**config.mk**
```make
export PLATFORM = sky130hd
export DESIGN_NAME = sfw_coef
export DESIGN_NICKNAME = d
export VERILOG_FILES = /design/src/design/sfw_pkg.sv /design/src/design/sfw_coef.sv
export SDC_FILE = /design/constraint.sdc
export NUM_CORES = 2
export LEC_CHECK = 0
export ABC_AREA = 1
export BUFFER_PORTS_ARGS = -buffer_cell sky130_fd_sc_hd__buf_2
export CELL_PAD_IN_SITES_DETAIL_PLACEMENT = 1
export CELL_PAD_IN_SITES_GLOBAL_PLACEMENT = 1
export CORE_MARGIN = 3
export CORE_UTILIZATION = 50
export DETAILED_ROUTE_END_ITERATION = 12
export HOLD_SLACK_MARGIN = 0.02
export PLACE_DENSITY_LB_ADDON = 0.1
export REMOVE_ABC_BUFFERS = 1
export SYNTH_ARGS = -nofsm -noshare
export SYNTH_HDL_FRONTEND = slang
export SYNTH_SLANG_ARGS = --single-unit
```
**constraint.sdc**
```tcl
create_clock -name clock -period 18.1 [get_ports clock]
set_input_delay 2.715 -clock clock [delete_from_list [all_inputs] [get_ports clock]]
set_output_delay 2.715 -clock clock [all_outputs]
set_load 0.03 [all_outputs]
```
**src/design/sfw_pkg.sv**
```systemverilog
// ----------------------------------------------------------------------------
// sfw_pkg
// Shared types and constants of the vorticity/divergence to wind converter.
// ----------------------------------------------------------------------------
package sfw_pkg;

   localparam int MAX_TRUNC_DEF = 127;
   localparam int COEF_BITS_DEF = 32;

   localparam int IDX_W  = 7;
   localparam int DATA_W = 32;
   localparam int OUT_W  = 48;
   localparam int RAD_W  = 24;
   localparam int RAD_BIT_W = $clog2(RAD_W);
   localparam int CSR_IDX_W = 1;

   localparam logic [IDX_W-1:0] TRUNC_RESET  = 7'd63;
   localparam logic [RAD_W-1:0] RADIUS_RESET = 24'd6371229;

   // job queue between front and back
   localparam int QDEPTH = 2;
   localparam int QPTR_W = $clog2(QDEPTH);
   localparam int QLVL_W = $clog2(QDEPTH + 1);

   typedef enum logic [CSR_IDX_W-1:0] {
      CSR_TRUNC  = 1'b0,
      CSR_RADIUS = 1'b1
   } csr_index_type;

   typedef enum logic {
      COEF_D = 1'b0,
      COEF_S = 1'b1
   } coef_kind_type;

   typedef struct packed {
      logic signed [DATA_W-1:0] vort_re;
      logic signed [DATA_W-1:0] vort_im;
      logic signed [DATA_W-1:0] div_re;
      logic signed [DATA_W-1:0] div_im;
   } req_type;

   typedef struct packed {
      logic signed [OUT_W-1:0] u_re;
      logic signed [OUT_W-1:0] u_im;
      logic signed [OUT_W-1:0] v_re;
      logic signed [OUT_W-1:0] v_im;
      logic [IDX_W-1:0]        zonal_index;
      logic [IDX_W-1:0]        total_index;
      logic                    run_last;
   } rsp_type;

   // one accepted input with its neighbours, as handed to the back end
   typedef struct packed {
      logic [IDX_W-1:0] m;
      logic [IDX_W-1:0] n;
      logic [IDX_W-1:0] t;
      req_type          cur;
      req_type          p1;
      req_type          p2;
      logic             emit_prev;
      logic             row_end;
      logic             zero_row;
   } job_type;

   typedef struct packed {
      logic             start;
      coef_kind_type    kind;
      logic [IDX_W-1:0] m;
      logic [IDX_W:0]   n;
   } coef_req_type;

endpackage

```
**src/design/sfw_coef.sv**
```systemverilog
// ----------------------------------------------------------------------------
// sfw_coef
// Computes d(m,n) or s(m,n) on request: a radix-2 restoring divider shared by
// both, followed for d by a digit-by-digit integer square root.
// ----------------------------------------------------------------------------
module sfw_coef #(
   parameter int COEF_BITS = sfw_pkg::COEF_BITS_DEF
) (
   input  logic                        clock,
   input  logic                        reset,
   input  sfw_pkg::coef_req_type       req,
   output logic                        done,
   output logic signed [COEF_BITS:0]   value
);
   import sfw_pkg::*;

   localparam int CW   = COEF_BITS + 1;
   localparam int NW   = 2 * COEF_BITS + 18;
   localparam int DW   = 30;
   localparam int SW   = 2 * COEF_BITS + 2;
   localparam int RTW  = COEF_BITS + 1;
   localparam int RW   = COEF_BITS + 4;
   localparam int CNTW = $clog2(NW + 1);

   typedef enum logic [2:0] {C_IDLE, C_PREP, C_PREP2, C_DIV, C_SQRT} state_type;

   state_type          state_ff;
   coef_kind_type      kind_ff;
   logic [IDX_W-1:0]   m_ff;
   logic [IDX_W:0]     n_ff;
   logic [15:0]        nsq_ff, nn1_ff;
   logic [13:0]        msq_ff;
   logic [NW-1:0]      num_ff, quo_ff;
   logic [DW-1:0]      den_ff, rem_ff;
   logic [CNTW-1:0]    cnt_ff;
   logic [SW-1:0]      src_ff;
   logic [RW-1:0]      srem_ff;
   logic [RTW-1:0]     root_ff;
   logic               done_ff;
   logic signed [CW-1:0] value_ff;

   logic               zero_req;
   logic [DW:0]        r2;
   logic               ge;
   logic [DW-1:0]      rem_in;
   logic [RW-1:0]      sr_n, trial;
   logic               sge;
   logic [17:0]        q4, b4;
   logic [33:0]        a_full;
   logic [RTW:0]       rp1;

   assign done  = done_ff;
   assign value = value_ff;

   always_comb begin
      if (req.kind == COEF_D) begin
         zero_req = (req.n == '0) || (req.n <= {1'b0, req.m});
      end else begin
         zero_req = (req.m == '0) || (req.n == '0);
      end
      // (4n^2-1)n^2 and 4(n^2-m^2)
      q4     = {nsq_ff, 2'b00} - 18'd1;
      a_full = 34'(q4) * 34'(nsq_ff);
      b4     = {nsq_ff - {2'b00, msq_ff}, 2'b00};
      // divider step
      r2     = {rem_ff, num_ff[NW-1]};
      ge     = r2 >= {1'b0, den_ff};
      rem_in = ge ? DW'(r2 - {1'b0, den_ff}) : r2[DW-1:0];
      // square root step, two radicand bits per cycle
      sr_n   = {srem_ff[RW-3:0], src_ff[SW-1:SW-2]};
      trial  = {{(RW-RTW-2){1'b0}}, root_ff, 2'b01};
      sge    = sr_n >= trial;
      // round root/2 to nearest
      rp1    = {1'b0, root_ff} + {{RTW{1'b0}}, 1'b1};
   end

   always_ff @(posedge clock) begin
      if (reset) begin
         state_ff <= C_IDLE;
         done_ff  <= 1'b0;
      end else begin
         done_ff <= 1'b0;
         case (state_ff)
            C_IDLE: begin
               if (req.start) begin
                  kind_ff <= req.kind;
                  m_ff    <= req.m;
                  n_ff    <= req.n;
                  if (zero_req) begin
                     value_ff <= '0;
                     done_ff  <= 1'b1;
                  end else begin
                     state_ff <= C_PREP;
                  end
               end
            end
            C_PREP: begin
               nsq_ff   <= 16'(n_ff) * 16'(n_ff);
               msq_ff   <= 14'(m_ff) * 14'(m_ff);
               nn1_ff   <= 16'(n_ff) * (16'(n_ff) + 16'd1);
               state_ff <= C_PREP2;
            end
            C_PREP2: begin
               if (kind_ff == COEF_D) begin
                  den_ff <= a_full[DW-1:0];
                  num_ff <= NW'(b4) << (2 * COEF_BITS);
               end else begin
                  den_ff <= DW'(nn1_ff);
                  num_ff <= (NW'(m_ff) << COEF_BITS) + NW'(nn1_ff[15:1]);
               end
               rem_ff   <= '0;
               quo_ff   <= '0;
               cnt_ff   <= '0;
               state_ff <= C_DIV;
            end
            C_DIV: begin
               if (cnt_ff == CNTW'(NW)) begin
                  if (kind_ff == COEF_D) begin
                     src_ff   <= quo_ff[SW-1:0];
                     srem_ff  <= '0;
                     root_ff  <= '0;
                     cnt_ff   <= '0;
                     state_ff <= C_SQRT;
                  end else begin
                     value_ff <= -$signed(quo_ff[CW-1:0]);
                     done_ff  <= 1'b1;
                     state_ff <= C_IDLE;
                  end
               end else begin
                  rem_ff <= rem_in;
                  num_ff <= num_ff << 1;
                  quo_ff <= {quo_ff[NW-2:0], ge};
                  cnt_ff <= cnt_ff + CNTW'(1);
               end
            end
            C_SQRT: begin
               if (cnt_ff == CNTW'(RTW)) begin
                  value_ff <= -$signed(rp1[RTW:1]);
                  done_ff  <= 1'b1;
                  state_ff <= C_IDLE;
               end else begin
                  srem_ff <= sge ? sr_n - trial : sr_n;
                  root_ff <= {root_ff[RTW-2:0], sge};
                  src_ff  <= src_ff << 2;
                  cnt_ff  <= cnt_ff + CNTW'(1);
               end
            end
            default: begin
               state_ff <= C_IDLE;
            end
         endcase
      end
   end

endmodule

```
==> run metrics <==
Critical-path top delay cell=edfxtp_1; fin worst setup slack=10.34 ns; Die Y=282 um; Hold Buf Count CTS=0; initial drt markers=roughly 2.2k; DRC=0; WP data arrival=8.11 ns; IO buf count=between 50 and 60; crit-path max cell delay=roughly 0.78 ns; commonest non-fill, non-tap cell in the layout=nand2_1; CP Capture Type=flop; Post-CTS Resized=0; syn avg cell area=around 8.4 um2; clk buf depth=3; critical path required time=18.45 ns; count of state elements after synthesis=444; ys async rst share=0%; Most common cell on crit path=nand2_1; Worst Skew=0.0294 ns; Setup Viol. Count Final=0; Post-synth EDFFs=440; Core Area=0.0751 mm2; Hold Fails Final Rpt=0; Period minus WS final=7.76 ns; register area share after synthesis=34.8%; placed wire-length estimate=approximately 86 mm; Slew Limit Fails=0; FF-to-FF path depth=29; simple-gate share of the synthesized area=19.4%; Max Clk Rate=129 MHz; worst slack, placed=10.41 ns; WS Path Type=reg2reg; H-tree levels=2; RSZ-0062 raised after global routing=no; CTS tree=done; adder-cell share of the synthesized area=approximately a quarter; Top delay family on crit path=adder cells; crit path launch type=flop; layout cell share with drive strength beyond 1=4.85%; Distinct cells, synth=51; initial core utilization=50.9%; post-synthesis mux area share=0%; Final #Nets=just over 5k; slew margin rel.=23.4%; Main synth FF type=edfxtp_1; WP buf/inv=5; largest family of logic cells by synthesized area=adder cells; clk sink count=444; Post-Syn Instances=4536; GR Overflow Total=0; DRT Wirelength=110 mm; status=finished, final reports clean; CTS buffer count=between 50 and 60; CP Max Fanout=20; Die Wd=282 um; Top-Level Pins=53; HP Class=reg2reg; vias in the first global route=32.4k; synth-to-layout area growth=7.81%; Worst Hold Depth=2; first drt pass iteration count=5; final antenna-violating net count=0; # diodes=0; Placer Congestion=0.919; area share of xor/xnor cells in the synthesized design=2.45%; via/cell ratio=5.50; Worst-Margin Slew=1.14 ns; MaxCap Viol Count=0; Levels on crit path=29; row cnt=100; compound-cell area share of the yosys netlist=under 10%; pin count of the biggest net entering global routing=109; Syn Std Cell Area=0.0382 mm2; vias=between 30k and 40k; clk_lat worst skew=between 0.6 and 0.7 ns; post-CTS setup buffers=0; Worst-path clk slew=about 0.060 ns; final worst path period share=between 40% and 50%; global-route wire length before repair=176 mm; Synth Warn #=0; antenna violations before repair=2; Die Area=0.0798 mm2; most frequent cells in the layout=nand2_1 (912), inv_1 (841), nor2_1 (568); Root Driver=clkbuf_16; post-DR wirelength/cell=19.7 um; Global Route Usage Sum=roughly 28%
==> stage by stage <==
step | cells | hold slack [ns] | util (%) | cell area, um2 | TNS (ns)
2_1_floorplan | 4424 | 0.487 | - | 37700 | -748.89
3_3_place_gp | 5467 | 0.504 | 52.5 | 39400 | 0
3_5_place_dp | 5467 | 0.514 | 52.5 | 39400 | 0
4_1_cts | 5566 | 0.525 | 54.9 | 41200 | 0
5_1_grt | 5566 | 0.546 | 54.9 | 41200 | 0
6_report | 5566 | 0.524 | 54.9 | 41200 | 0
==> Yosys cell counts, types with 5 or more instances <==
library cell  number  area, um2
nor3_1            41        205
buf_4              6       45.0
nor4_1            19        119
xor2_1            59        517
clkbuf_1          87        327
a21oi_1          242       1210
nand3b_1           7       52.6
nor2_1           571       2140
a21o_1            16        120
o21ai_1            6       30.0
or2_2              5       31.3
o21bai_1          16        120
edfxtp_1         440      13200
ha_1             305       3820
nand4_1           45        282
fa_1             283       5670
buf_1              8       30.0
nand2_2           16        100
nor2_4             6       67.6
inv_2              8       30.0
nand2_1          912       3420
buf_2             10       50.1
o22ai_1            8       50.1
o31ai_1            6       45.0
xnor2_1           48        420
o21a_1            10       75.1
nand3_1          146        731
a31oi_1           16        100
inv_1            843       3160
a21boi_0           6       45.0
o21ai_0          281       1410
nor2_2            14       87.6
==> worst min-delay path: cells and delay by family (launching register included) <==
family / cells / cell delay, ns
compound gates: 1 / 0.06
simple gates: 1 / 0.04
flops: 1 / 0.32
==> registers in the layout, summed over array words and instances (netlist names) <==
| register | flops |
|---|---|
| num_ff | 82 |
| quo_ff | 66 |
| src_ff | 66 |
| srem_ff | 34 |
| root_ff | 33 |
| value | 33 |
| den_ff | 30 |
| rem_ff | 30 |
| nn1_ff | 15 |
| nsq_ff | 15 |
| msq_ff | 13 |
| n_ff | 8 |
| cnt_ff | 7 |
| m_ff | 7 |
| state_ff | 3 |
| done | 1 |
| kind_ff | 1 |
==> final timing paths <==
check                 start    endpoint  slack [ns]
hold / removal    num_ff[0]   num_ff[1]        0.52
hold reg to reg   num_ff[0]   num_ff[1]        0.52
setup reg to reg  nsq_ff[0]  den_ff[29]       10.34
setup / recovery  nsq_ff[0]  den_ff[29]       10.34
==> layer usage <==
layer / vias to the layer above / track usage [%] / routed length (um)
met5: - / 0 / 0
met4: 0 / 5.08 / 1800
met1: 15300 / 39.9 / 50800
met3: 115 / 3.59 / 5640
met2: 623 / 46.3 / 51600
li1: 14600 / - / -
==> area by class of cell <==
type | count | area, um2
clock inverter | 35 | 337
clock buffer | 64 | 1410
tap | 969 | 1210
fill | 9022 | 33900
sequential | 444 | 13300
multi-input combinational | 3126 | 21300
inverter | 854 | 3210
timing repair buffer | 74 | 438
==> logic make-up (layout without fill, tap and decap cells) <==
logic type / count (synthesis) / in the layout
buffers and inverters: 967 / 1027
flip-flops: 444 / 444
AO/OA/AOI/OAI: 630 / 630
XOR/XNOR: 107 / 107
AND/OR/NAND/NOR: 1799 / 1799
adder cells (fa/ha/maj): 588 / 588
other: 1 / 2
Power is left out: the tool's default activity adds up to more than one toggle a clock period on the data nets, which glitch-free logic cannot reach.
