$ cat src/design/sfw_pkg.sv
// ----------------------------------------------------------------------------
// sfw_pkg
// Shared types and constants of the vorticity/divergence to wind converter.
// ----------------------------------------------------------------------------
package sfw_pkg;

   localparam int MAX_TRUNC_DEF = 127;
   localparam int COEF_BITS_DEF = 32;

   localparam int IDX_W  = 7;
   localparam int DATA_W = 32;
   localparam int OUT_W  = 48;
   localparam int RAD_W  = 24;
   localparam int RAD_BIT_W = $clog2(RAD_W);
   localparam int CSR_IDX_W = 1;

   localparam logic [IDX_W-1:0] TRUNC_RESET  = 7'd63;
   localparam logic [RAD_W-1:0] RADIUS_RESET = 24'd6371229;

   // job queue between front and back
   localparam int QDEPTH = 2;
   localparam int QPTR_W = $clog2(QDEPTH);
   localparam int QLVL_W = $clog2(QDEPTH + 1);

   typedef enum logic [CSR_IDX_W-1:0] {
      CSR_TRUNC  = 1'b0,
      CSR_RADIUS = 1'b1
   } csr_index_type;

   typedef enum logic {
      COEF_D = 1'b0,
      COEF_S = 1'b1
   } coef_kind_type;

   typedef struct packed {
      logic signed [DATA_W-1:0] vort_re;
      logic signed [DATA_W-1:0] vort_im;
      logic signed [DATA_W-1:0] div_re;
      logic signed [DATA_W-1:0] div_im;
   } req_type;

   typedef struct packed {
      logic signed [OUT_W-1:0] u_re;
      logic signed [OUT_W-1:0] u_im;
      logic signed [OUT_W-1:0] v_re;
      logic signed [OUT_W-1:0] v_im;
      logic [IDX_W-1:0]        zonal_index;
      logic [IDX_W-1:0]        total_index;
      logic                    run_last;
   } rsp_type;

   // one accepted input with its neighbours, as handed to the back end
   typedef struct packed {
      logic [IDX_W-1:0] m;
      logic [IDX_W-1:0] n;
      logic [IDX_W-1:0] t;
      req_type          cur;
      req_type          p1;
      req_type          p2;
      logic             emit_prev;
      logic             row_end;
      logic             zero_row;
   } job_type;

   typedef struct packed {
      logic             start;
      coef_kind_type    kind;
      logic [IDX_W-1:0] m;
      logic [IDX_W:0]   n;
   } coef_req_type;

endpackage

$ cat src/design/sfw_queue.sv
// ----------------------------------------------------------------------------
// sfw_queue
// Short job queue that decouples the front end from the back end.
// ----------------------------------------------------------------------------
module sfw_queue (
   input  logic                       clock,
   input  logic                       reset,
   input  logic                       push,
   input  sfw_pkg::job_type           job_in,
   input  logic                       pop,
   output logic                       full,
   output logic                       valid,
   output sfw_pkg::job_type           head,
   output logic [sfw_pkg::QLVL_W-1:0] level
);
   import sfw_pkg::*;

   job_type           mem_ff [QDEPTH];
   logic [QPTR_W-1:0] wr_ptr_ff, rd_ptr_ff;
   logic [QLVL_W-1:0] level_ff;

   assign full  = level_ff == QLVL_W'(QDEPTH);
   assign valid = level_ff != '0;
   assign head  = mem_ff[rd_ptr_ff];
   assign level = level_ff;

   always_ff @(posedge clock) begin
      if (push) begin
         mem_ff[wr_ptr_ff] <= job_in;
      end
   end

   always_ff @(posedge clock) begin
      if (reset) begin
         wr_ptr_ff <= '0;
         rd_ptr_ff <= '0;
         level_ff  <= '0;
      end else begin
         if (push) begin
            wr_ptr_ff <= wr_ptr_ff + QPTR_W'(1);
         end
         if (pop) begin
            rd_ptr_ff <= rd_ptr_ff + QPTR_W'(1);
         end
         if (push && !pop) begin
            level_ff <= level_ff + QLVL_W'(1);
         end else if (pop && !push) begin
            level_ff <= level_ff - QLVL_W'(1);
         end
      end
   end

endmodule

$ cat config.mk
export PLATFORM = sky130hd
export DESIGN_NAME = sfw_queue
export DESIGN_NICKNAME = d
export VERILOG_FILES = /design/src/design/sfw_pkg.sv /design/src/design/sfw_queue.sv
export SDC_FILE = /design/constraint.sdc
export NUM_CORES = 1
export LEC_CHECK = 0
export BUFFER_PORTS_ARGS = -buffer_cell sky130_fd_sc_hd__buf_2
export CAP_MARGIN = 20
export CORE_AREA = 2 2 321 323
export CTS_BUF_LIST = sky130_fd_sc_hd__clkbuf_4 sky130_fd_sc_hd__clkbuf_8
export DETAILED_ROUTE_END_ITERATION = 12
export DIE_AREA = 0 0 323 325
export PLACE_DENSITY = 0.5
export SLEW_MARGIN = 5
export SYNTH_ARGS = -nofsm -noshare
export SYNTH_HDL_FRONTEND = slang
export SYNTH_SLANG_ARGS = --single-unit
export TNS_END_PERCENT = 50
$ cat constraint.sdc
create_clock -name clock -period 28.3 [get_ports clock]
set_clock_uncertainty 0.2 [all_clocks]
set_input_delay 1.415 -clock clock [delete_from_list [all_inputs] [get_ports clock]]
set_output_delay 1.415 -clock clock [all_outputs]
set_load 0.01 [all_outputs]
==> impl_metrics.json, run 1 <==
{
  "cts_max_path_buffers": 3,
  "max_stage_delay_ps": 1020,
  "ctsResizeCount": 0,
  "path_class": "flip-flop to output port",
  "critical_path_peak_fanout": 150,
  "synth_sequential_area_ratio": 0.819,
  "synthToLayoutAreaGrowth_pct": 28.0,
  "groute.usage.overall": 0.137,
  "fin_ws_ps": 22290,
  "synthesis.area_sq_mm": 0.0301,
  "post-synth-top-area-cell": "edfxtp_1",
  "cell_count_after_synthesis": 1291,
  "layout.filler_cells": 9560,
  "grt_start_max_net_pins": 172,
  "core-area_sq_mm": 0.101,
  "grt_overflow_total": 0,
  "cts.root.buffer_cell": "clkbuf_8",
  "synth_warnings": 0,
  "count_of_port_buffers_added_during_placement": 823,
  "cts_made_buffers": 144,
  "post_route_cells_drive_above_1_share": 0.585,
  "worst_setup_path_end_kind": "output port",
  "floorplan.rows": 117,
  "die-width_um": 323,
  "dr_total_vias": 15700,
  "mostFrequentLayoutCell": "buf_2",
  "worst_slack_placed_ps": 23150,
  "io-pin-count": 824,
  "cap_violations": 0,
  "routed_wirelength_um": 74800,
  "finalSetupViolCount": 0,
  "netlist-cell-type-count": 19,
  "cts_setup_buffers": 0,
  "final_min_period_over_clock_period": 0.212,
  "run_status": "completed",
  "slew-limit-headroom": 0.106,
  "timing.final.max_slew_violations": 0,
  "worst-path-buf-inv": 3,
  "clk_pin_slew_ps": 50,
  "die_area_sq_mm": 0.105,
  "ir_drop_v": 0.0000371,
  "syn-num-nets": 1704,
  "grt_pass1_wl_um": 106000,
  "route.antenna.remaining_nets": 0,
  "tritoncts": "yes",
  "grt_antenna_before_repair": 47,
  "synth-seq-cells": 821,
  "yosys.area.top_type_share": 0.815,
  "layout_min_cycle_time_ps": 6010,
  "numClockSinks": 821,
  "max_clock_freq_mhz": 166,
  "vias_per_cell": 4.22,
  "cpLargestDelayFamily": "buffers and inverters",
  "global_placer_s_final_weighted_congestion": 0.784,
  "avgSynthCellArea_sq_um": 23.3,
  "num-nets-final": 2640,
  "insertion_delay_ps": 790,
  "most-common-layout-cells": "buf_2, edfxtp_1, mux2_2",
  "wire_per_inst_um": 20.1,
  "chipHeight_um": 325,
  "setup_repair_after_global_routing_missed_its_margin": "false",
  "power.density_mw_per_mm2": 72.4,
  "critPathRequiredTime_ps": 26680,
  "crit_path_cell_trace": "buf_12, buf_4, mux2_1, buf_2",
  "cts_max_level": 4,
  "first_global_vias": 17000,
  "drc_errors": 0,
  "drt-initial-drc-count": 817,
  "critical_path.slowest_cell": "dfxtp_4",
  "tightestPinTransition_ps": 1340,
  "place_hpwl_um": 51300,
  "crit_path_start_kind": "flip-flop",
  "finalSetupTns_ps": 0,
  "final_hold_viol_count": 0,
  "initial_utilization": 0.297,
  "synth_area_leaders": "edfxtp_1, mux2_2, mux2_4",
  "cellLeakagePower_nw": 14.4,
  "cts_hold_repair.buffers": 0,
  "hp-class": "flip-flop to flip-flop",
  "worstPathArrival_ps": 4400,
  "detail_route.first_pass.iterations": 5
}
-- worst reg2reg max path, cell delays in order, from the launching register on --
cell and delay (ps):
dfxtp_1 410, and2_4 520, buf_16 320, buf_4 580
buf_4 900
-- through the flow --
stage	total power [W]	utilization	hold WS [ps]	area [sq um]	cells
3_5_place_dp	0.00178	0.352	343	35700	3448
4_1_cts	0.00284	0.379	361	38400	3702
2_1_floorplan	0.00167	-	280	30100	1291
5_1_grt	0.00291	0.380	388	38500	3711
6_report	0.00279	0.380	346	38500	3718
3_3_place_gp	0.00177	0.352	300	35700	3448
-- cell usage after synthesis, drive strengths merged --
| library cell | instances |
|---|---|
| mux2 | 408 |
| dfxtp | 5 |
| nor2 | 4 |
| inv | 1 |
| o21ai | 1 |
| or3 | 1 |
| edfxtp | 816 |
| xnor2 | 2 |
| a21oi | 1 |
| ha | 1 |
| and2 | 1 |
| nor2b | 2 |
| or2 | 1 |
| xor2 | 2 |
| buf | 45 |
-- power by group --
part	switching (W)	internal, W	leakage (nW)
Clock	0.000469	0.000572	1.44
Sequential	0.0000201	0.00142	7.70
Combinational	0.000166	0.000136	5.30
Total	0.000656	0.00213	14.4
-- final timing paths --
kind | cells past startpoint | slack [ps] | start | to
setup / recovery | 4 | 22290 | flip-flop | head[210]
hold / removal | 2 | 350 | rd_ptr_ff | rd_ptr_ff
setup reg to reg | 4 | 24910 | wr_ptr_ff | mem_ff[1][5]
hold reg to reg | 2 | 350 | rd_ptr_ff | rd_ptr_ff
-- sequential cells by signal, indices dropped and copies added, names as in the netlist, named ones only --
name and flops:
level 2, rd_ptr_ff 1, mem_ff 816, wr_ptr_ff 1
-- cells by family after synthesis --
| logic type | Yosys count | synth area share |
|---|---|---|
| AOI/OAI and AO/OA | 2 | 0.000333 |
| xor gates and xnor gates | 4 | 0.00117 |
| adders and majority gates | 1 | 0.000416 |
| buffers and inverters | 46 | 0.0124 |
| DFF | 821 | 0.819 |
| muxes | 408 | 0.165 |
| and+or+nand+nor | 9 | 0.00154 |
-- layout make-up --
class,instances,area (sq um),share of cell area
antenna,15,37.5,0.000976
clock buffer,195,2380,0.0618
clock inverter,59,374,0.00972
inverter,1,3.75,0.0000976
multi-input combinational,424,5080,0.132
sequential,821,24600,0.640
tap,1368,1710,0.0445
timing repair buffer,835,4280,0.111
-- routing by layer --
layer	vias up	wire length [um]	track usage
li1	7096	-	-
met1	7671	25800	0.134
met2	675	37800	0.240
met3	191	9100	0.0779
met4	50	1870	0.0497
met5	-	300	0
Power figures use the tool's default switching activity.
==> run 2, diff against run 1 <==
- ABC_AREA: not set -> 1
- CORE_AREA: 2 2 321 323 -> 2 2 319 321
- DIE_AREA: 0 0 323 325 -> 0 0 321 323
- clock period: 28.3 -> 6.2 ns (I/O delays scaled with it)
==> run 2 against run 1 <==
Net effect: synthesized cell count is 0.85% higher; synthesized area is 1.2% lower; the flow now stops in 4_1_cts.
==> impl_metrics.json, run 2 <==
{
  "netlist_top_cells_count": "edfxtp_1, mux2_2, mux2_1, buf_6, buf_2",
  "avgSynthCellArea_sq_um": 22.8,
  "cts_setup_buffers": 0,
  "numClockSinks": 821,
  "postSynth.asyncResetShare": 0,
  "synth_area_leaders": "edfxtp_1, mux2_2, mux2_1",
  "cts_hold_repair.buffers": 731,
  "cts_made_buffers": 144,
  "synth_sequential_area_ratio": 0.829,
  "syn-num-nets": 1715,
  "chipHeight_um": 323,
  "floorplan.rows": 117,
  "count_of_port_buffers_added_during_placement": 823,
  "place_hpwl_um": 50100,
  "cts.root.buffer_cell": "clkbuf_8",
  "run_status": "stopped before the end",
  "yosys_most_used_dff": "edfxtp_1",
  "initial_utilization": 0.295,
  "cell_count_after_synthesis": 1302,
  "yosys.area.top_type_share": 0.825,
  "synth_warnings": 0,
  "post-synth-top-area-cell": "edfxtp_1",
  "io-pin-count": 824,
  "cts_max_path_buffers": 3,
  "synth-seq-cells": 821,
  "error": "[ERROR RSZ-0060] Max buffer count reached.",
  "netlist-cell-type-count": 17,
  "yosys.cell_count.top_type": "edfxtp_1",
  "failing_step": "4_1_cts",
  "synth_enable_flop_cells": 816,
  "global_placer_s_final_weighted_congestion": 0.780,
  "ctsResizeCount": 0,
  "synthesis.area_sq_mm": 0.0297,
  "cts_max_level": 4,
  "die-width_um": 321
}
==> run 2: cell count changes after synthesis, moves of 6 or more <==
cell / previous run / this run
inv_1: 1 / 9
mux2_1: 100 / 200
nand2_1: 0 / 6
mux2_4: 100 / 0
==> run 2: kinds of logic after synthesis <==
| group | count (synthesis) | share of synthesized area |
|---|---|---|
| compound gates | 2 | 0.000337 |
| flops | 821 | 0.829 |
| buf+inv | 54 | 0.0135 |
| mux | 408 | 0.155 |
| simple gates | 15 | 0.00206 |
| xor+xnor | 1 | 0.000295 |
| fa+ha+maj | 1 | 0.000421 |
==> run 2: stage by stage <==
stage	utilization	cells	hold WS, ps	setup WS [ps]	instance area [sq um]
after floorplan	-	1302	182	-929	29700
after global placement	0.351	3405	298	2840	35300
after detailed placement	0.351	3405	301	2770	35300
==> run 3, diff against run 2 <==
- CORE_AREA: 2 2 319 321 -> not set
- CORE_MARGIN: not set -> 2
- CORE_UTILIZATION: not set -> 30
- CTS_BUF_LIST: sky130_fd_sc_hd__clkbuf_4 sky130_fd_sc_hd__clkbuf_8 -> not set
- DIE_AREA: 0 0 321 323 -> not set
- PLACE_DENSITY: 0.5 -> not set
- PLACE_DENSITY_LB_ADDON: not set -> 0.15
==> run 3 against run 2 <==
Net effect: the flow now finishes without violations; synthesized area did not move; synthesized cell count unchanged.
==> impl_metrics.json, run 3 <==
{
  "postSynth.asyncResetShare": 0,
  "netSwitchingFraction": 0.226,
  "place_hpwl_um": 52000,
  "yosys.cell_count.top_type": "edfxtp_1",
  "mostFrequentLayoutCell": "buf_2",
  "synth_area_leaders": "edfxtp_1, mux2_2, mux2_1",
  "chipHeight_um": 319,
  "layout.cell_area.non_filler_sq_mm": 0.0421,
  "place_area_sq_mm": 0.0353,
  "cell_count_after_synthesis": 1302,
  "post_route_cells_drive_above_1_share": 0.437,
  "timing.final.max_slew_violations": 0,
  "drc_errors": 0,
  "tritoncts": "yes",
  "post-synth-top-area-cell": "edfxtp_1",
  "io-pin-count": 824,
  "grt_pass1_wl_um": 113000,
  "worst_setup_path_end_kind": "output port",
  "first_global_vias": 18600,
  "ctsResizeCount": 0,
  "critical_path_peak_fanout": 135,
  "cts_made_buffers": 91,
  "synth_enable_flop_cells": 816,
  "tightestPinTransition_ps": 1160,
  "power_share_of_the_combinational_group": 0.116,
  "cts_max_path_buffers": 3,
  "drt-initial-drc-count": 919,
  "dr_total_vias": 16900,
  "syn-num-nets": 1715,
  "run_status": "completed",
  "initial_utilization": 0.302,
  "cellInternalPower_w": 0.00998,
  "groute.usage.overall": 0.147,
  "hp-class": "primary input to flip-flop",
  "cts_max_level": 3,
  "largest_reg_by_ff_count": "mem_ff",
  "grt_overflow_total": 0,
  "ir_drop_v": 0.000251,
  "netlist-cell-type-count": 17,
  "core-area_sq_mm": 0.0983,
  "regArea_sq_mm": 0.0246,
  "multi_input_comb_area_sq_mm": 0.00470,
  "critPathRequiredTime_ps": 5690,
  "num-nets-final": 3016,
  "layout.core_utilization": 0.429,
  "layout.filler_cells": 8922,
  "power.net_switching_w": 0.00292,
  "grt_antenna_before_repair": 7,
  "wire_per_inst_um": 19.5,
  "avgSynthCellArea_sq_um": 22.8,
  "insertion_delay_ps": 630,
  "slew-limit-headroom": 0.228,
  "yosys_most_used_dff": "edfxtp_1",
  "routed_wirelength_um": 77100,
  "die_area_sq_mm": 0.102,
  "die-width_um": 319,
  "final_hold_viol_count": 0,
  "max_clock_freq_mhz": 289,
  "cap_violations": 0,
  "floorplan.rows": 115,
  "synth-seq-cells": 821,
  "clk_pin_slew_ps": 60,
  "cts.root.buffer_cell": "clkbuf_16",
  "numClockSinks": 821,
  "finalSetupTns_ps": 0,
  "setup_repair_after_global_routing_missed_its_margin": "false",
  "finalSetupViolCount": 0,
  "synthToLayoutAreaGrowth_pct": 42.0,
  "synthesis.area_sq_mm": 0.0297,
  "crit_path_start_kind": "flip-flop",
  "number_of_flip_flops_under_the_largest_register_name": 816,
  "path_class": "flip-flop to output port",
  "vias_per_cell": 4.26,
  "count_of_port_buffers_added_during_placement": 823,
  "synth_sequential_area_ratio": 0.829,
  "worst_r2r_startpoint": "wr_ptr_ff",
  "critical_path.slowest_cell": "dfxtp_4",
  "cellLeakagePower_nw": 15.7,
  "power.density_mw_per_mm2": 306,
  "global_placer_s_final_weighted_congestion": 0.753,
  "final_min_period_over_clock_period": 0.559,
  "route.antenna.remaining_nets": 0,
  "worstPathArrival_ps": 2950,
  "max_stage_delay_ps": 560,
  "layout_min_cycle_time_ps": 3460,
  "synth_warnings": 0,
  "most-common-layout-cells": "buf_2, edfxtp_1, dlygate4sd3_1",
  "hold_path_startpoint": "job_in[140]",
  "power_frac_clock": 0.380,
  "seq_power_share": 0.504,
  "grt_start_max_net_pins": 150,
  "yosys.area.top_type_share": 0.825,
  "netlist_top_cells_count": "edfxtp_1, mux2_2, mux2_1, buf_6, buf_2",
  "detail_route.first_pass.iterations": 5,
  "crit_path_cell_trace": "buf_16, buf_12, mux2_1, buf_2"
}
[run 3: cell counts after synthesis]
Identical to the previous run, type by type.
[run 3: kinds of logic (layout without fill, tap and decap cells)]
kind of cell / count (synthesis) / after routing / share of synthesized area
AO/OA/AOI/OAI: 2 / 2 / 0.000337
XOR/XNOR: 1 / 1 / 0.000295
adder cells (fa/ha/maj): 1 / 1 / 0.000421
buffers and inverters: 54 / 1422 / 0.0135
flip-flops: 821 / 821 / 0.829
multiplexers: 408 / 408 / 0.155
other: 0 / 3 / 0
AND/OR/NAND/NOR: 15 / 15 / 0.00206
[run 3: layout make-up]
type | count | area share
multi-input combinational | 427 | 0.111
clock inverter | 45 | 0.00644
timing repair buffer | 1253 | 0.201
antenna | 3 | 0.000178
tap | 1287 | 0.0382
clock buffer | 115 | 0.0577
sequential | 821 | 0.584
inverter | 9 | 0.00119
[run 3: power by group through the flow]
stage	registers, W	clock network (W)	logic (W)
detailed placement	0.00663	0	0.00128
CTS	0.00652	0.00508	0.00151
global placement	0.00662	0	0.00126
global route	0.00653	0.00531	0.00160
floorplan	0.00666	0	0.000672
finish	0.00650	0.00491	0.00149
[run 3: worst paths after layout]
kind	to	slack, ps	cells past startpoint
min reg2reg	wr_ptr_ff	340	2
max reg2reg	mem_ff[1][189]	3550	3
max	head[223]	2740	4
min	mem_ff[1][140]	190	2
[run 3: timing repair]
item / 4_1_cts / 5_1_grt
endpoints found under the hold margin: 831 / 0
hold buffers: 412 / 0
buffers inserted: 0 / 0
[run 3: routing by layer]
metal,global-route usage,share of wire,vias up
li1,-,-,7824
met1,0.151,0.36,8348
met2,0.271,0.53,556
met3,0.0523,0.074,147
met4,0.0577,0.036,8
met5,0,0.00051,-
[run 3: worst max-delay path: cells and delay by family (launching register included)]
family / cells / cell delay (ps)
buf+inv: 3 / 980
flops: 1 / 560
mux: 1 / 460
[run 3: through the flow]
step                hold WS, ps  setup WS (ps)  instances  total power [W]
floorplan                   182           -929       1302          0.00733
global placement            297           3140       3384          0.00789
detailed placement          301           3120       3384          0.00791
CTS                         122           2380       3956           0.0131
global route                136           2600       3960           0.0134
finish                      191           2740       3960           0.0129
