**config.mk**
```make
export PLATFORM = sky130hd
export DESIGN_NAME = sfw_front
export DESIGN_NICKNAME = d
export VERILOG_FILES = /design/src/design/sfw_pkg.sv /design/src/design/sfw_front.sv
export SDC_FILE = /design/constraint.sdc
export NUM_CORES = 1
export LEC_CHECK = 0
export BUFFER_PORTS_ARGS = -buffer_cell sky130_fd_sc_hd__buf_4
export CAP_MARGIN = 40
export CORE_AREA = 2 2 214 216
export CTS_CLUSTER_SIZE = 12
export DETAILED_ROUTE_END_ITERATION = 7
export DIE_AREA = 0 0 216 218
export PLACE_DENSITY = 0.54
export SLEW_MARGIN = 20
export SYNTH_ARGS = -nofsm -noshare
export SYNTH_HDL_FRONTEND = slang
export SYNTH_SLANG_ARGS = --single-unit
```
**constraint.sdc**
```tcl
create_clock -name clock -period 6.4 [get_ports clock]
set_clock_uncertainty 0.2 [all_clocks]
set_input_delay 0 -clock clock [delete_from_list [all_inputs] [get_ports clock]]
set_output_delay 0 -clock clock [all_outputs]
set_load 0.01 [all_outputs]
```
**src/design/sfw_pkg.sv**
```systemverilog
// ----------------------------------------------------------------------------
// sfw_pkg
// Shared types and constants of the vorticity/divergence to wind converter.
// ----------------------------------------------------------------------------
package sfw_pkg;

   localparam int MAX_TRUNC_DEF = 127;
   localparam int COEF_BITS_DEF = 32;

   localparam int IDX_W  = 7;
   localparam int DATA_W = 32;
   localparam int OUT_W  = 48;
   localparam int RAD_W  = 24;
   localparam int RAD_BIT_W = $clog2(RAD_W);
   localparam int CSR_IDX_W = 1;

   localparam logic [IDX_W-1:0] TRUNC_RESET  = 7'd63;
   localparam logic [RAD_W-1:0] RADIUS_RESET = 24'd6371229;

   // job queue between front and back
   localparam int QDEPTH = 2;
   localparam int QPTR_W = $clog2(QDEPTH);
   localparam int QLVL_W = $clog2(QDEPTH + 1);

   typedef enum logic [CSR_IDX_W-1:0] {
      CSR_TRUNC  = 1'b0,
      CSR_RADIUS = 1'b1
   } csr_index_type;

   typedef enum logic {
      COEF_D = 1'b0,
      COEF_S = 1'b1
   } coef_kind_type;

   typedef struct packed {
      logic signed [DATA_W-1:0] vort_re;
      logic signed [DATA_W-1:0] vort_im;
      logic signed [DATA_W-1:0] div_re;
      logic signed [DATA_W-1:0] div_im;
   } req_type;

   typedef struct packed {
      logic signed [OUT_W-1:0] u_re;
      logic signed [OUT_W-1:0] u_im;
      logic signed [OUT_W-1:0] v_re;
      logic signed [OUT_W-1:0] v_im;
      logic [IDX_W-1:0]        zonal_index;
      logic [IDX_W-1:0]        total_index;
      logic                    run_last;
   } rsp_type;

   // one accepted input with its neighbours, as handed to the back end
   typedef struct packed {
      logic [IDX_W-1:0] m;
      logic [IDX_W-1:0] n;
      logic [IDX_W-1:0] t;
      req_type          cur;
      req_type          p1;
      req_type          p2;
      logic             emit_prev;
      logic             row_end;
      logic             zero_row;
   } job_type;

   typedef struct packed {
      logic             start;
      coef_kind_type    kind;
      logic [IDX_W-1:0] m;
      logic [IDX_W:0]   n;
   } coef_req_type;

endpackage

```
**src/design/sfw_front.sv**
```systemverilog
// ----------------------------------------------------------------------------
// sfw_front
// Tracks (m,n) of the incoming coefficient, keeps the two-deep neighbour
// window and pushes one job per accepted beat into the queue.
// ----------------------------------------------------------------------------
module sfw_front #(
   parameter int MAX_TRUNC = sfw_pkg::MAX_TRUNC_DEF
) (
   input  logic                     clock,
   input  logic                     reset,
   input  logic                     restart,
   input  logic [sfw_pkg::IDX_W-1:0] trunc,
   input  logic                     req_valid,
   output logic                     req_ready,
   input  sfw_pkg::req_type         req_data,
   input  logic                     q_full,
   output logic                     push,
   output sfw_pkg::job_type         job
);
   import sfw_pkg::*;

   localparam logic [IDX_W:0] MAXT = (IDX_W+1)'(MAX_TRUNC);

   logic [IDX_W-1:0] zc_ff, zc_in, tc_ff, tc_in;
   req_type          w0_ff, w0_in, w1_ff, w1_in;
   logic [IDX_W-1:0] t, tm1, m, n;
   logic             bad;

   always_comb begin
      if (trunc < IDX_W'(2)) begin
         t = IDX_W'(2);
      end else if ({1'b0, trunc} > MAXT) begin
         t = MAXT[IDX_W-1:0];
      end else begin
         t = trunc;
      end
      tm1 = t - IDX_W'(1);
      // position outside the field restarts at (0,0)
      bad = (zc_ff > tm1) || (tc_ff > tm1) || (tc_ff < zc_ff);
      m   = bad ? '0 : zc_ff;
      n   = bad ? '0 : tc_ff;

      job.m         = m;
      job.n         = n;
      job.t         = t;
      job.cur       = req_data;
      job.p1        = (n > m) ? w0_ff : '0;
      job.p2        = ({1'b0, n} > ({1'b0, m} + (IDX_W+1)'(1))) ? w1_ff : '0;
      job.emit_prev = n > m;
      job.row_end   = n == tm1;
      job.zero_row  = m == tm1;

      req_ready = !q_full;
      push      = req_valid && !q_full;

      w1_in = bad ? '0 : w0_ff;
      w0_in = req_data;
      if (n == tm1) begin
         zc_in = (m == tm1) ? '0 : m + IDX_W'(1);
         tc_in = zc_in;
      end else begin
         zc_in = m;
         tc_in = n + IDX_W'(1);
      end
   end

   always_ff @(posedge clock) begin
      if (reset || restart) begin
         zc_ff <= '0;
         tc_ff <= '0;
         w0_ff <= '0;
         w1_ff <= '0;
      end else if (push) begin
         zc_ff <= zc_in;
         tc_ff <= tc_in;
         w0_ff <= w0_in;
         w1_ff <= w1_in;
      end
   end

endmodule

```
==> results of run 1 <==
==> routing by layer <==
metal,GRT usage,up-vias,wire length (um)
met4,0.0603,2,1330
met5,0,-,13
met1,0.266,6655,22000
met2,0.359,473,25600
li1,-,6846,-
met3,0.0301,81,2820
==> power by group through the flow <==
stage | combinational, mW | sequential (mW) | clock, mW
floorplan | 0.283 | 1.75 | 0
global placement | 0.467 | 1.75 | 0
detailed placement | 0.471 | 1.76 | 0
CTS | 0.543 | 1.72 | 1.83
global route | 0.587 | 1.72 | 1.91
finish | 0.544 | 1.72 | 1.78
==> registers in the layout (all words and copies together), names as in the netlist <==
name	flops
tc_ff	7
w1_ff	128
zc_ff	7
w0_ff	128
==> through the flow <==
stage	total power [mW]	instance area [um^2]
final	4.05	20000
after global routing	4.22	20000
after CTS	4.09	20000
after detailed placement	2.23	17300
after global placement	2.22	17300
after floorplan	2.03	13700
==> layout make-up <==
cell class / count / area (um^2) / area share
Tap cell: 600 / 751 / 0.0375
Timing Repair Buffer: 729 / 5990 / 0.299
Clock buffer: 48 / 960 / 0.0480
Sequential cell: 270 / 5410 / 0.270
Inverter: 28 / 113 / 0.00563
Multi-Input combinational cell: 1252 / 6710 / 0.335
Clock inverter: 9 / 80.1 / 0.00400
==> cells by family after synthesis <==
group                    after synthesis  share of synthesized area
AO/OA/AOI/OAI                        347                      0.145
XOR/XNOR                              17                     0.0114
adder cells (fa/ha/maj)               28                     0.0255
buffers and inverters                306                      0.121
flip-flops                           270                      0.394
AND/OR/NAND/NOR                      860                      0.304
==> timing repair <==
| action | in CTS | in global routing |
|---|---|---|
| buffers inserted | 0 | 0 |
| hold buffers | 161 | 0 |
| hold endpoints to repair | 213 | 0 |
==> cell usage in the layout (no fill, tap or decap), types with 3 or more instances in the layout <==
cell           Yosys  final
buf_4            128    561
nand2_1          400    399
dfxtp_1          270    270
a21oi_1          269    268
and2_1           260    260
dlygate4sd3_1      0    161
nand3_1          146    146
clkbuf_16          0     31
ha_1              28     28
inv_1             27     27
nor2_1            20     20
xnor2_1           14     14
o21ai_0           13     13
clkbuf_8           0     12
nor3_1             8      8
a211oi_1           6      6
a32oi_1            6      6
a31oi_1            6      5
clkbuf_1         129      5
clkinv_2           0      5
a21o_1             4      4
o211ai_1           4      4
a22o_1             4      4
o221ai_1           4      4
buf_12             0      4
o32ai_1            3      3
nand4_1            3      3
nor4_1             3      3
and3_1             3      3
buf_16             0      3
==> how the worst max path moves through the flow <==
stage / endpoint / slack (ps) / cells after the start
detailed placement: job[41] / 770 / 28
global placement: job[41] / 850 / 30
CTS: job[41] / 760 / 28
floorplan: job[110] / 960 / 29
finish: job[64] / 650 / 28
global route: job[19] / 190 / 28
==> worst max-delay path, delay by kind of cell <==
kind	cells	cell delay, ps
buffers and inverters	4	660
adder cells (fa/ha/maj)	4	1230
AND/OR/NAND/NOR	6	790
XOR/XNOR	2	820
AO/OA/AOI/OAI	12	1960
==> flow_summary.yaml, run 1 <==
status:
  run_status: "completed"
sta:
  setup_ws_ps: 654
  rsz0062_at_grt: "no"
  worst_pin_slew_ps: 846
  final-setup-viol-count: 0
  maxSlewViolCount: 0
  layout_min_cycle_time_ps: 5750
  post-route-period-util: 0.898
  tns_ps: 0
  timing.hold.ws_ps: 22.5
  slew_headroom: 0.436
  fmax_ghz: 0.174
  final_hold_viol_count: 0
setup_path:
  crit_required_ps: 6200
  r2r_slack_ps: 2280
  cp.arrival_ps: 5550
  regToRegStartpoint: "tc_ff[1]"
  crit_type: "input pin to output pin"
  worstRegToRegCells: 12
  worstSetupEndpointType: "output pin"
  start_kind: "input pin"
  rr_endpoint: "tc_ff[3]"
  cp_max_fo: 64
  cpMostUsedCell: "ha_1"
  startpoint: "trunc[2]"
  cp_slowest_cell: "xnor2_1"
  max_stage_delay_ps: 580
synth:
  synthTopCellsByCount: "400 x nand2_1, 270 x dfxtp_1, 269 x a21oi_1, 260 x and2_1, 146 x nand3_1"
  synth_top_cell_area_share: 0.394
  syn_inst: 1828
  synth_nets: 1996
  ys_ff_latch: 270
  ys_types: 64
  synth_top_cell_by_area: "dfxtp_1"
  synth_edf_count: 0
  ys.flop_type: "dfxtp_1"
  yosysMostFrequentCell: "nand2_1"
  yosysSeqAreaShare: 0.394
  synth.avg_cell_area_um2: 7.51
  synth-warning-count: 0
  synth_top_cells_by_area: "dfxtp_1 39%, and2_1 12%, nand2_1 11%"
  netlist_area_um2: 13700
  synthArstFlopShare: 0
final_layout:
  num-fill-cells: 4568
  areaGrowthSynthToFinish_pct: 45.7
  nNetsFinal: 2480
  instances_no_fill: 2936
  diodes: 0
  fin_util: 0.446
  drive_gt1_frac: 0.277
power:
  switching_power_mw: 1.04
  combPwrFrac: 0.134
  switching_share: 0.258
  seqPwrFrac: 0.425
  pwr-share-clk: 0.441
  p_per_area_nw_per_um2: 202
  intPower_mw: 3.00
  leakagePower_nw: 8.33
  ir_worst_vdd_mv: 0.193
hold_path:
  hold_path_class: "input pin to output pin"
  whs_path_depth: 2
  hold_end: "job[392]"
  worstHoldStart: "trunc[5]"
detailed_routing:
  wl_per_cell_um: 17.6
  drcViolationCount: 0
  viasPerCell: 4.79
  drtAntennaViolNets: 0
  dr.pass1.iters: 6
  wl_mm: 51.7
  first_iter_violations: 902
  via_count: 14100
floorplanning:
  fp-row-count: 78
  start_util: 0.306
  io_pins: 550
  die-area_um2: 47100
  core-area_um2: 44900
  die_h_um: 218
  die_x_um: 216
place:
  post-place-ws_ps: 766
  place_congestion: 0.883
  hpwl_mm: 34.6
  dp_cells: 2717
  io_buffer_count: 549
global_routing:
  grt_pass1_vias: 13600
  grt_overflow_total: 0
  grt_max_degree: 145
  grt_usage: 0.207
  grt_pass1_wl_mm: 78.7
  antenna_found_initial: 1
clock_network:
  numCtsBuffers: 31
  clock_latency_ps: 560
  cts.repair.resized: 0
  cts-root-buf: "clkbuf_16"
  cts_sinks: 270
  cts_tree: "built"
  ctsHtreeMaxLevel: 1
  cts_buffer_depth: 3
flow_run:
  maxCapViolations: 0
(Power assumes the default switching activity.)
==> run 2, diff against run 1 <==
--- a/config.mk
+++ b/config.mk
@@ -8,9 +8,11 @@
 export BUFFER_PORTS_ARGS = -buffer_cell sky130_fd_sc_hd__buf_4
 export CAP_MARGIN = 40
 export CORE_AREA = 2 2 214 216
+export CTS_BUF_LIST = sky130_fd_sc_hd__clkbuf_4 sky130_fd_sc_hd__clkbuf_8 sky130_fd_sc_hd__clkbuf_16
 export CTS_CLUSTER_SIZE = 12
 export DETAILED_ROUTE_END_ITERATION = 7
 export DIE_AREA = 0 0 216 218
+export GPL_TIMING_DRIVEN = 1
 export PLACE_DENSITY = 0.54
 export SLEW_MARGIN = 20
 export SYNTH_ARGS = -nofsm -noshare
==> run 2 against run 1 <==
- sequential power is essentially flat
- via count grew 0.24%
- total power grew 0.64%
- global-route usage is essentially flat
- non-clock buffer count is the same
- sequential share of layout area is essentially flat
- fmax shrank 0.36%
- critical endpoint unchanged
==> flow_summary.yaml, run 2 (same netlist as run 1, synthesis figures left out) <==
status:
  run_status: "completed"
setup_path:
  worstSetupEndpointType: "output pin"
  crit_buf_inv: 4
  start_kind: "input pin"
  cp.arrival_ps: 5570
  cp_slowest_cell: "xnor2_1"
  crit_required_ps: 6200
  cp_max_fo: 64
  crit_type: "input pin to output pin"
  max_stage_delay_ps: 580
  cpMostUsedCell: "ha_1"
  cp_top_family: "compound AO/OA/AOI/OAI gates"
detailed_routing:
  viasPerCell: 4.80
  first_iter_violations: 893
  wl_mm: 51.8
  drtAntennaViolNets: 0
  wl_per_cell_um: 17.6
  drcViolationCount: 0
  dr.pass1.iters: 5
  via_count: 14100
clock_network:
  cts_buffer_depth: 3
  ctsHtreeMaxLevel: 1
  clock_latency_ps: 560
  numCtsBuffers: 31
  cts_sinks: 270
  cts_tree: "built"
  cts-root-buf: "clkbuf_16"
  cts_setup_buffers: 0
power:
  leakagePower_nw: 8.35
  p_per_area_nw_per_um2: 203
  ir_worst_vdd_mv: 0.194
sta:
  layout_min_cycle_time_ps: 5770
  slew_headroom: 0.436
  rsz0062_at_grt: "no"
  post-route-period-util: 0.901
  final_hold_viol_count: 0
  maxSlewViolCount: 0
  timing.hold.ws_ps: 22.5
  fmax_ghz: 0.173
  final-setup-viol-count: 0
  worst_pin_slew_ps: 846
  tns_ps: 0
place:
  hpwl_mm: 34.6
  place_congestion: 0.883
  io_buffer_count: 549
  dpl_cell_area_um2: 17300
hold_path:
  hold_path_class: "input pin to output pin"
final_layout:
  diodes: 0
  layout_common_cells: "561 x buf_4, 399 x nand2_1, 270 x dfxtp_1"
  final_common_cell: "buf_4"
  reg.largest.list: "w0_ff (128), w1_ff (128)"
  nNetsFinal: 2480
  num-fill-cells: 4564
  seq_area_um2: 5410
  areaGrowthSynthToFinish_pct: 45.8
  drive_gt1_frac: 0.279
  multiInputGateArea_um2: 6710
  stdcell_area_um2: 20000
floorplanning:
  fp-row-count: 78
  core-area_um2: 44900
  die_h_um: 218
  die-area_um2: 47100
  io_pins: 550
  die_x_um: 216
  start_util: 0.306
global_routing:
  grt_overflow_total: 0
  grt_pass1_vias: 13600
  grt_usage: 0.207
  antenna_found_initial: 1
  grt_pass1_wl_mm: 78.6
  grt_max_degree: 145
flow_run:
  maxCapViolations: 0
==> run 2: cell counts in the layout (fill, tap and decap cells not counted) <==
No cell type changed its count.
==> run 2: final timing paths <==
| kind | slack (ps) | from | cells past startpoint | end |
|---|---|---|---|---|
| hold / removal | 20 | trunc[5] | 2 | job[392] |
| hold reg to reg | 240 | w1_ff[12] | 2 | w1_ff[12] |
| setup / recovery | 630 | trunc[2] | 28 | job[64] |
| setup reg to reg | 2230 | tc_ff[1] | 12 | tc_ff[3] |
==> run 2: stage by stage <==
stage	power (mW)	std cells	setup WS [ps]	utilization
2_1_floorplan	2.03	1828	965	-
4_1_cts	4.12	2935	762	0.445
3_5_place_dp	2.23	2717	766	0.386
3_3_place_gp	2.22	2715	854	0.385
6_report	4.07	2936	633	0.446
5_1_grt	4.24	2936	192	0.446
==> run 2: repair_timing <==
item                                   4_1_cts  5_1_grt
gates resized for setup                      0        0
hold buffers                               161        0
endpoints found under the hold margin      213        0
==> run 2: metal layers <==
metal  part of all wire  track usage
met5            0.00025            0
met4              0.026       0.0603
met3              0.055       0.0301
met2               0.49        0.358
met1               0.42        0.267
==> run 2: power by group <==
part	leakage (nW)	total, mW	internal, mW	switching, mW
clock	0.534	1.81	1.09	0.723
combinational	5.64	0.544	0.236	0.308
sequential	2.18	1.72	1.70	0.0171
==> run 2: worst reg2reg max path: cells and delay by family (launching register included) <==
kind                     cells  cell delay [ps]
adder cells (fa/ha/maj)      1              360
flip-flops                   1              690
AND/OR/NAND/NOR              1              290
buffers and inverters        1              280
AO/OA/AOI/OAI                9             2210
==> run 2: layout make-up <==
type	instances	area share
multi-input cells	1252	0.335
repair buffers	729	0.299
flip-flops and latches	270	0.270
clock buffers	48	0.0489
well taps	600	0.0375
inverters	28	0.00562
clock inverters	9	0.00400
==> run 3, diff against run 2 <==
--- a/config.mk
+++ b/config.mk
@@ -5,13 +5,14 @@
 export SDC_FILE = /design/constraint.sdc
 export NUM_CORES = 1
 export LEC_CHECK = 0
+export ABC_AREA = 1
 export BUFFER_PORTS_ARGS = -buffer_cell sky130_fd_sc_hd__buf_4
 export CAP_MARGIN = 40
-export CORE_AREA = 2 2 214 216
+export CORE_AREA = 2 2 215 217
 export CTS_BUF_LIST = sky130_fd_sc_hd__clkbuf_4 sky130_fd_sc_hd__clkbuf_8 sky130_fd_sc_hd__clkbuf_16
 export CTS_CLUSTER_SIZE = 12
 export DETAILED_ROUTE_END_ITERATION = 7
-export DIE_AREA = 0 0 216 218
+export DIE_AREA = 0 0 217 219
 export GPL_TIMING_DRIVEN = 1
 export PLACE_DENSITY = 0.54
 export SLEW_MARGIN = 20
==> run 3 against run 2 <==
- synthesized cell count grew 11%
- clock power up 6%
- synthesized area is 1.1% higher
- critical endpoint is now job[130]
- critical path depth grew 4
- fmax increased by 0.62%
==> flow_summary.yaml, run 3 <==
clock_network:
  cts_buffer_depth: 3
  cts_setup_buffers: 0
  cts-root-buf: "clkbuf_16"
  cts.repair.resized: 0
  ctsHtreeMaxLevel: 2
  cts_sinks: 270
  numCtsBuffers: 34
  cts_tree: "built"
  clock_latency_ps: 520
floorplanning:
  die-area_um2: 47500
  die_x_um: 217
  core-area_um2: 45100
  start_util: 0.308
  io_pins: 550
  fp-row-count: 78
  die_h_um: 219
setup_path:
  crit_cells: 32
  max_stage_delay_ps: 530
  crit_required_ps: 6200
  crit_type: "input pin to output pin"
  cp_slowest_cell: "or4_1"
  crit_buf_inv: 5
  cp.arrival_ps: 5530
  start_kind: "input pin"
  cp_top_family: "simple AND/OR/NAND/NOR gates"
  worstRegToRegCells: 18
  cp_max_fo: 64
  worstSetupEndpointType: "output pin"
  cpMostUsedCell: "nand2_1"
place:
  io_buffer_count: 549
  hpwl_mm: 34.7
  place_congestion: 0.907
  post-place-ws_ps: 748
hold_path:
  hold_path_class: "input pin to output pin"
  whs_path_depth: 2
detailed_routing:
  via_count: 14700
  drcViolationCount: 0
  first_iter_violations: 807
  viasPerCell: 4.67
  wl_per_cell_um: 16.3
  drtAntennaViolNets: 0
  wl_mm: 51.3
  dr.pass1.iters: 5
final_layout:
  nNetsFinal: 2688
  reg.largest.list: "w0_ff (128), w1_ff (128)"
  num-fill-cells: 4641
  drive_gt1_frac: 0.257
  areaGrowthSynthToFinish_pct: 44.4
  diodes: 0
  multiInputGateArea_um2: 5680
  seq_area_um2: 5410
  final_common_cell: "buf_4"
  layout_common_cells: "557 x buf_4, 301 x inv_1, 296 x a21oi_1"
synth:
  yosysSeqAreaShare: 0.389
  synthArstFlopShare: 0
  synth-xor-area-share: 0.00433
  yosysMostFrequentCell: "inv_1"
  synth.avg_cell_area_um2: 6.84
  ys_ff_latch: 270
  syn_inst: 2028
  synth-warning-count: 0
  ys.flop_type: "dfxtp_1"
  synth_top_cells_by_area: "dfxtp_1 39%, a21oi_1 11%, inv_1 8.2%"
  synth_top_family_by_area: "simple AND/OR/NAND/NOR gates"
  synth_mux_area_frac: 0
  synth_nets: 2196
  yosys.area_share.adder: 0.0252
  synth_edf_count: 0
  synth_top_cell_by_area: "dfxtp_1"
  ys_types: 34
  synth-compound-area-share: 0.164
  netlist_area_um2: 13900
  post_synth_and_or_nand_nor_area_fraction: 0.213
  synth_top_cell_area_share: 0.389
  synthTopCellsByCount: "302 x inv_1, 296 x a21oi_1, 287 x nor2_1, 270 x dfxtp_1, 222 x nand2_1"
sta:
  setup_ws_ps: 668
  post-route-period-util: 0.896
  final_hold_viol_count: 0
  tns_ps: 0
  rsz0062_at_grt: "no"
  worst_pin_slew_ps: 1090
  fmax_ghz: 0.174
  slew_headroom: 0.276
  final-setup-viol-count: 0
  layout_min_cycle_time_ps: 5730
  maxSlewViolCount: 0
flow_run:
  maxCapViolations: 0
global_routing:
  grt-busiest-layer: "met2"
  antenna_found_initial: 0
  grt_pass1_wl_mm: 77.4
  grt_overflow_total: 0
  grtUsageMet1: 0.249
  grt_pass1_vias: 14100
  met2_usage: 0.351
  grt.met3_usage: 0.0356
  grt_max_degree: 249
  grt_usage: 0.203
power:
  p_per_area_nw_per_um2: 226
  leakagePower_nw: 8.13
  ir_worst_vdd_mv: 0.160
status:
  run_status: "completed"
==> run 3: cell count changes after synthesis, sizes merged, moves of 9 or more <==
| cell | previous run | this run |
|---|---|---|
| a21oi | 271 | 296 |
| and2 | 261 | 0 |
| buf | 149 | 173 |
| clkbuf | 129 | 92 |
| inv | 27 | 308 |
| nand2 | 400 | 227 |
| nand3 | 146 | 160 |
| nand4 | 3 | 12 |
| nor2 | 21 | 295 |
| nor3 | 11 | 2 |
| o21ai | 17 | 151 |
| xnor2 | 15 | 2 |
==> run 3: worst paths after layout <==
| check | from | endpoint | slack (ps) |
|---|---|---|---|
| setup / recovery | trunc[6] | job[130] | 670 |
| hold / removal | trunc[4] | job[391] | 8 |
| setup reg to reg | zc_ff[2] | tc_ff[2] | 2400 |
| hold reg to reg | w1_ff[60] | w1_ff[60] | 260 |
==> run 3: power breakdown <==
group	switching, mW	total [mW]	internal (mW)
Clock	0.743	1.92	1.17
Combinational	0.544	0.870	0.326
Sequential	0.0200	1.73	1.71
Total	1.31	4.52	3.21
==> run 3: metal layers <==
metal / wire length [um] / part of all wire / vias to the layer above
met4: 1790 / 0.035 / 0
met5: 0 / 0 / -
li1: - / - / 7239
met2: 25100 / 0.49 / 467
met1: 21400 / 0.42 / 6860
met3: 2900 / 0.057 / 97
==> run 3: area by class of cell <==
| type | instances | share of cell area |
|---|---|---|
| clock buffers | 47 | 0.0501 |
| clock inverters | 10 | 0.00543 |
| inverters | 308 | 0.0581 |
| multi-input cells | 1185 | 0.283 |
| flip-flops and latches | 270 | 0.270 |
| well taps | 600 | 0.0375 |
| repair buffers | 721 | 0.296 |
==> run 3: metrics by stage <==
| step | hold slack, ps | utilization | cell area [um^2] | cells | power (mW) |
|---|---|---|---|---|---|
| finish | 7.86 | 0.445 | 20000 | 3141 | 4.52 |
| detailed placement | -14.1 | 0.384 | 17300 | 2926 | 2.56 |
| CTS | 8.66 | 0.443 | 20000 | 3139 | 4.57 |
| global placement | -12.7 | 0.383 | 17300 | 2924 | 2.55 |
| floorplan | -149 | - | 13900 | 2028 | 2.31 |
| global route | 16.1 | 0.445 | 20000 | 3141 | 4.71 |
==> run 3: logic make-up (layout without fill, tap and decap cells) <==
kind of cell,after synthesis,in the layout
adders and majority gates,28,28
AOI/OAI and AO/OA,452,452
xor gates and xnor gates,6,6
DFF,270,270
and+or+nand+nor,699,699
buffers and inverters,573,1086
==> run 3: repair_timing <==
item,CTS,global route
endpoints found under the hold margin,200,0
setup endpoints to repair,0,0
hold buffers,156,0
==> run 3: worst register-to-register path: cells and delay by family (launching register included) <==
| kind | cells | cell delay [ps] |
|---|---|---|
| AND/OR/NAND/NOR | 10 | 1600 |
| AO/OA/AOI/OAI | 3 | 290 |
| flip-flops | 1 | 460 |
| adder cells (fa/ha/maj) | 1 | 310 |
| buffers and inverters | 4 | 1020 |
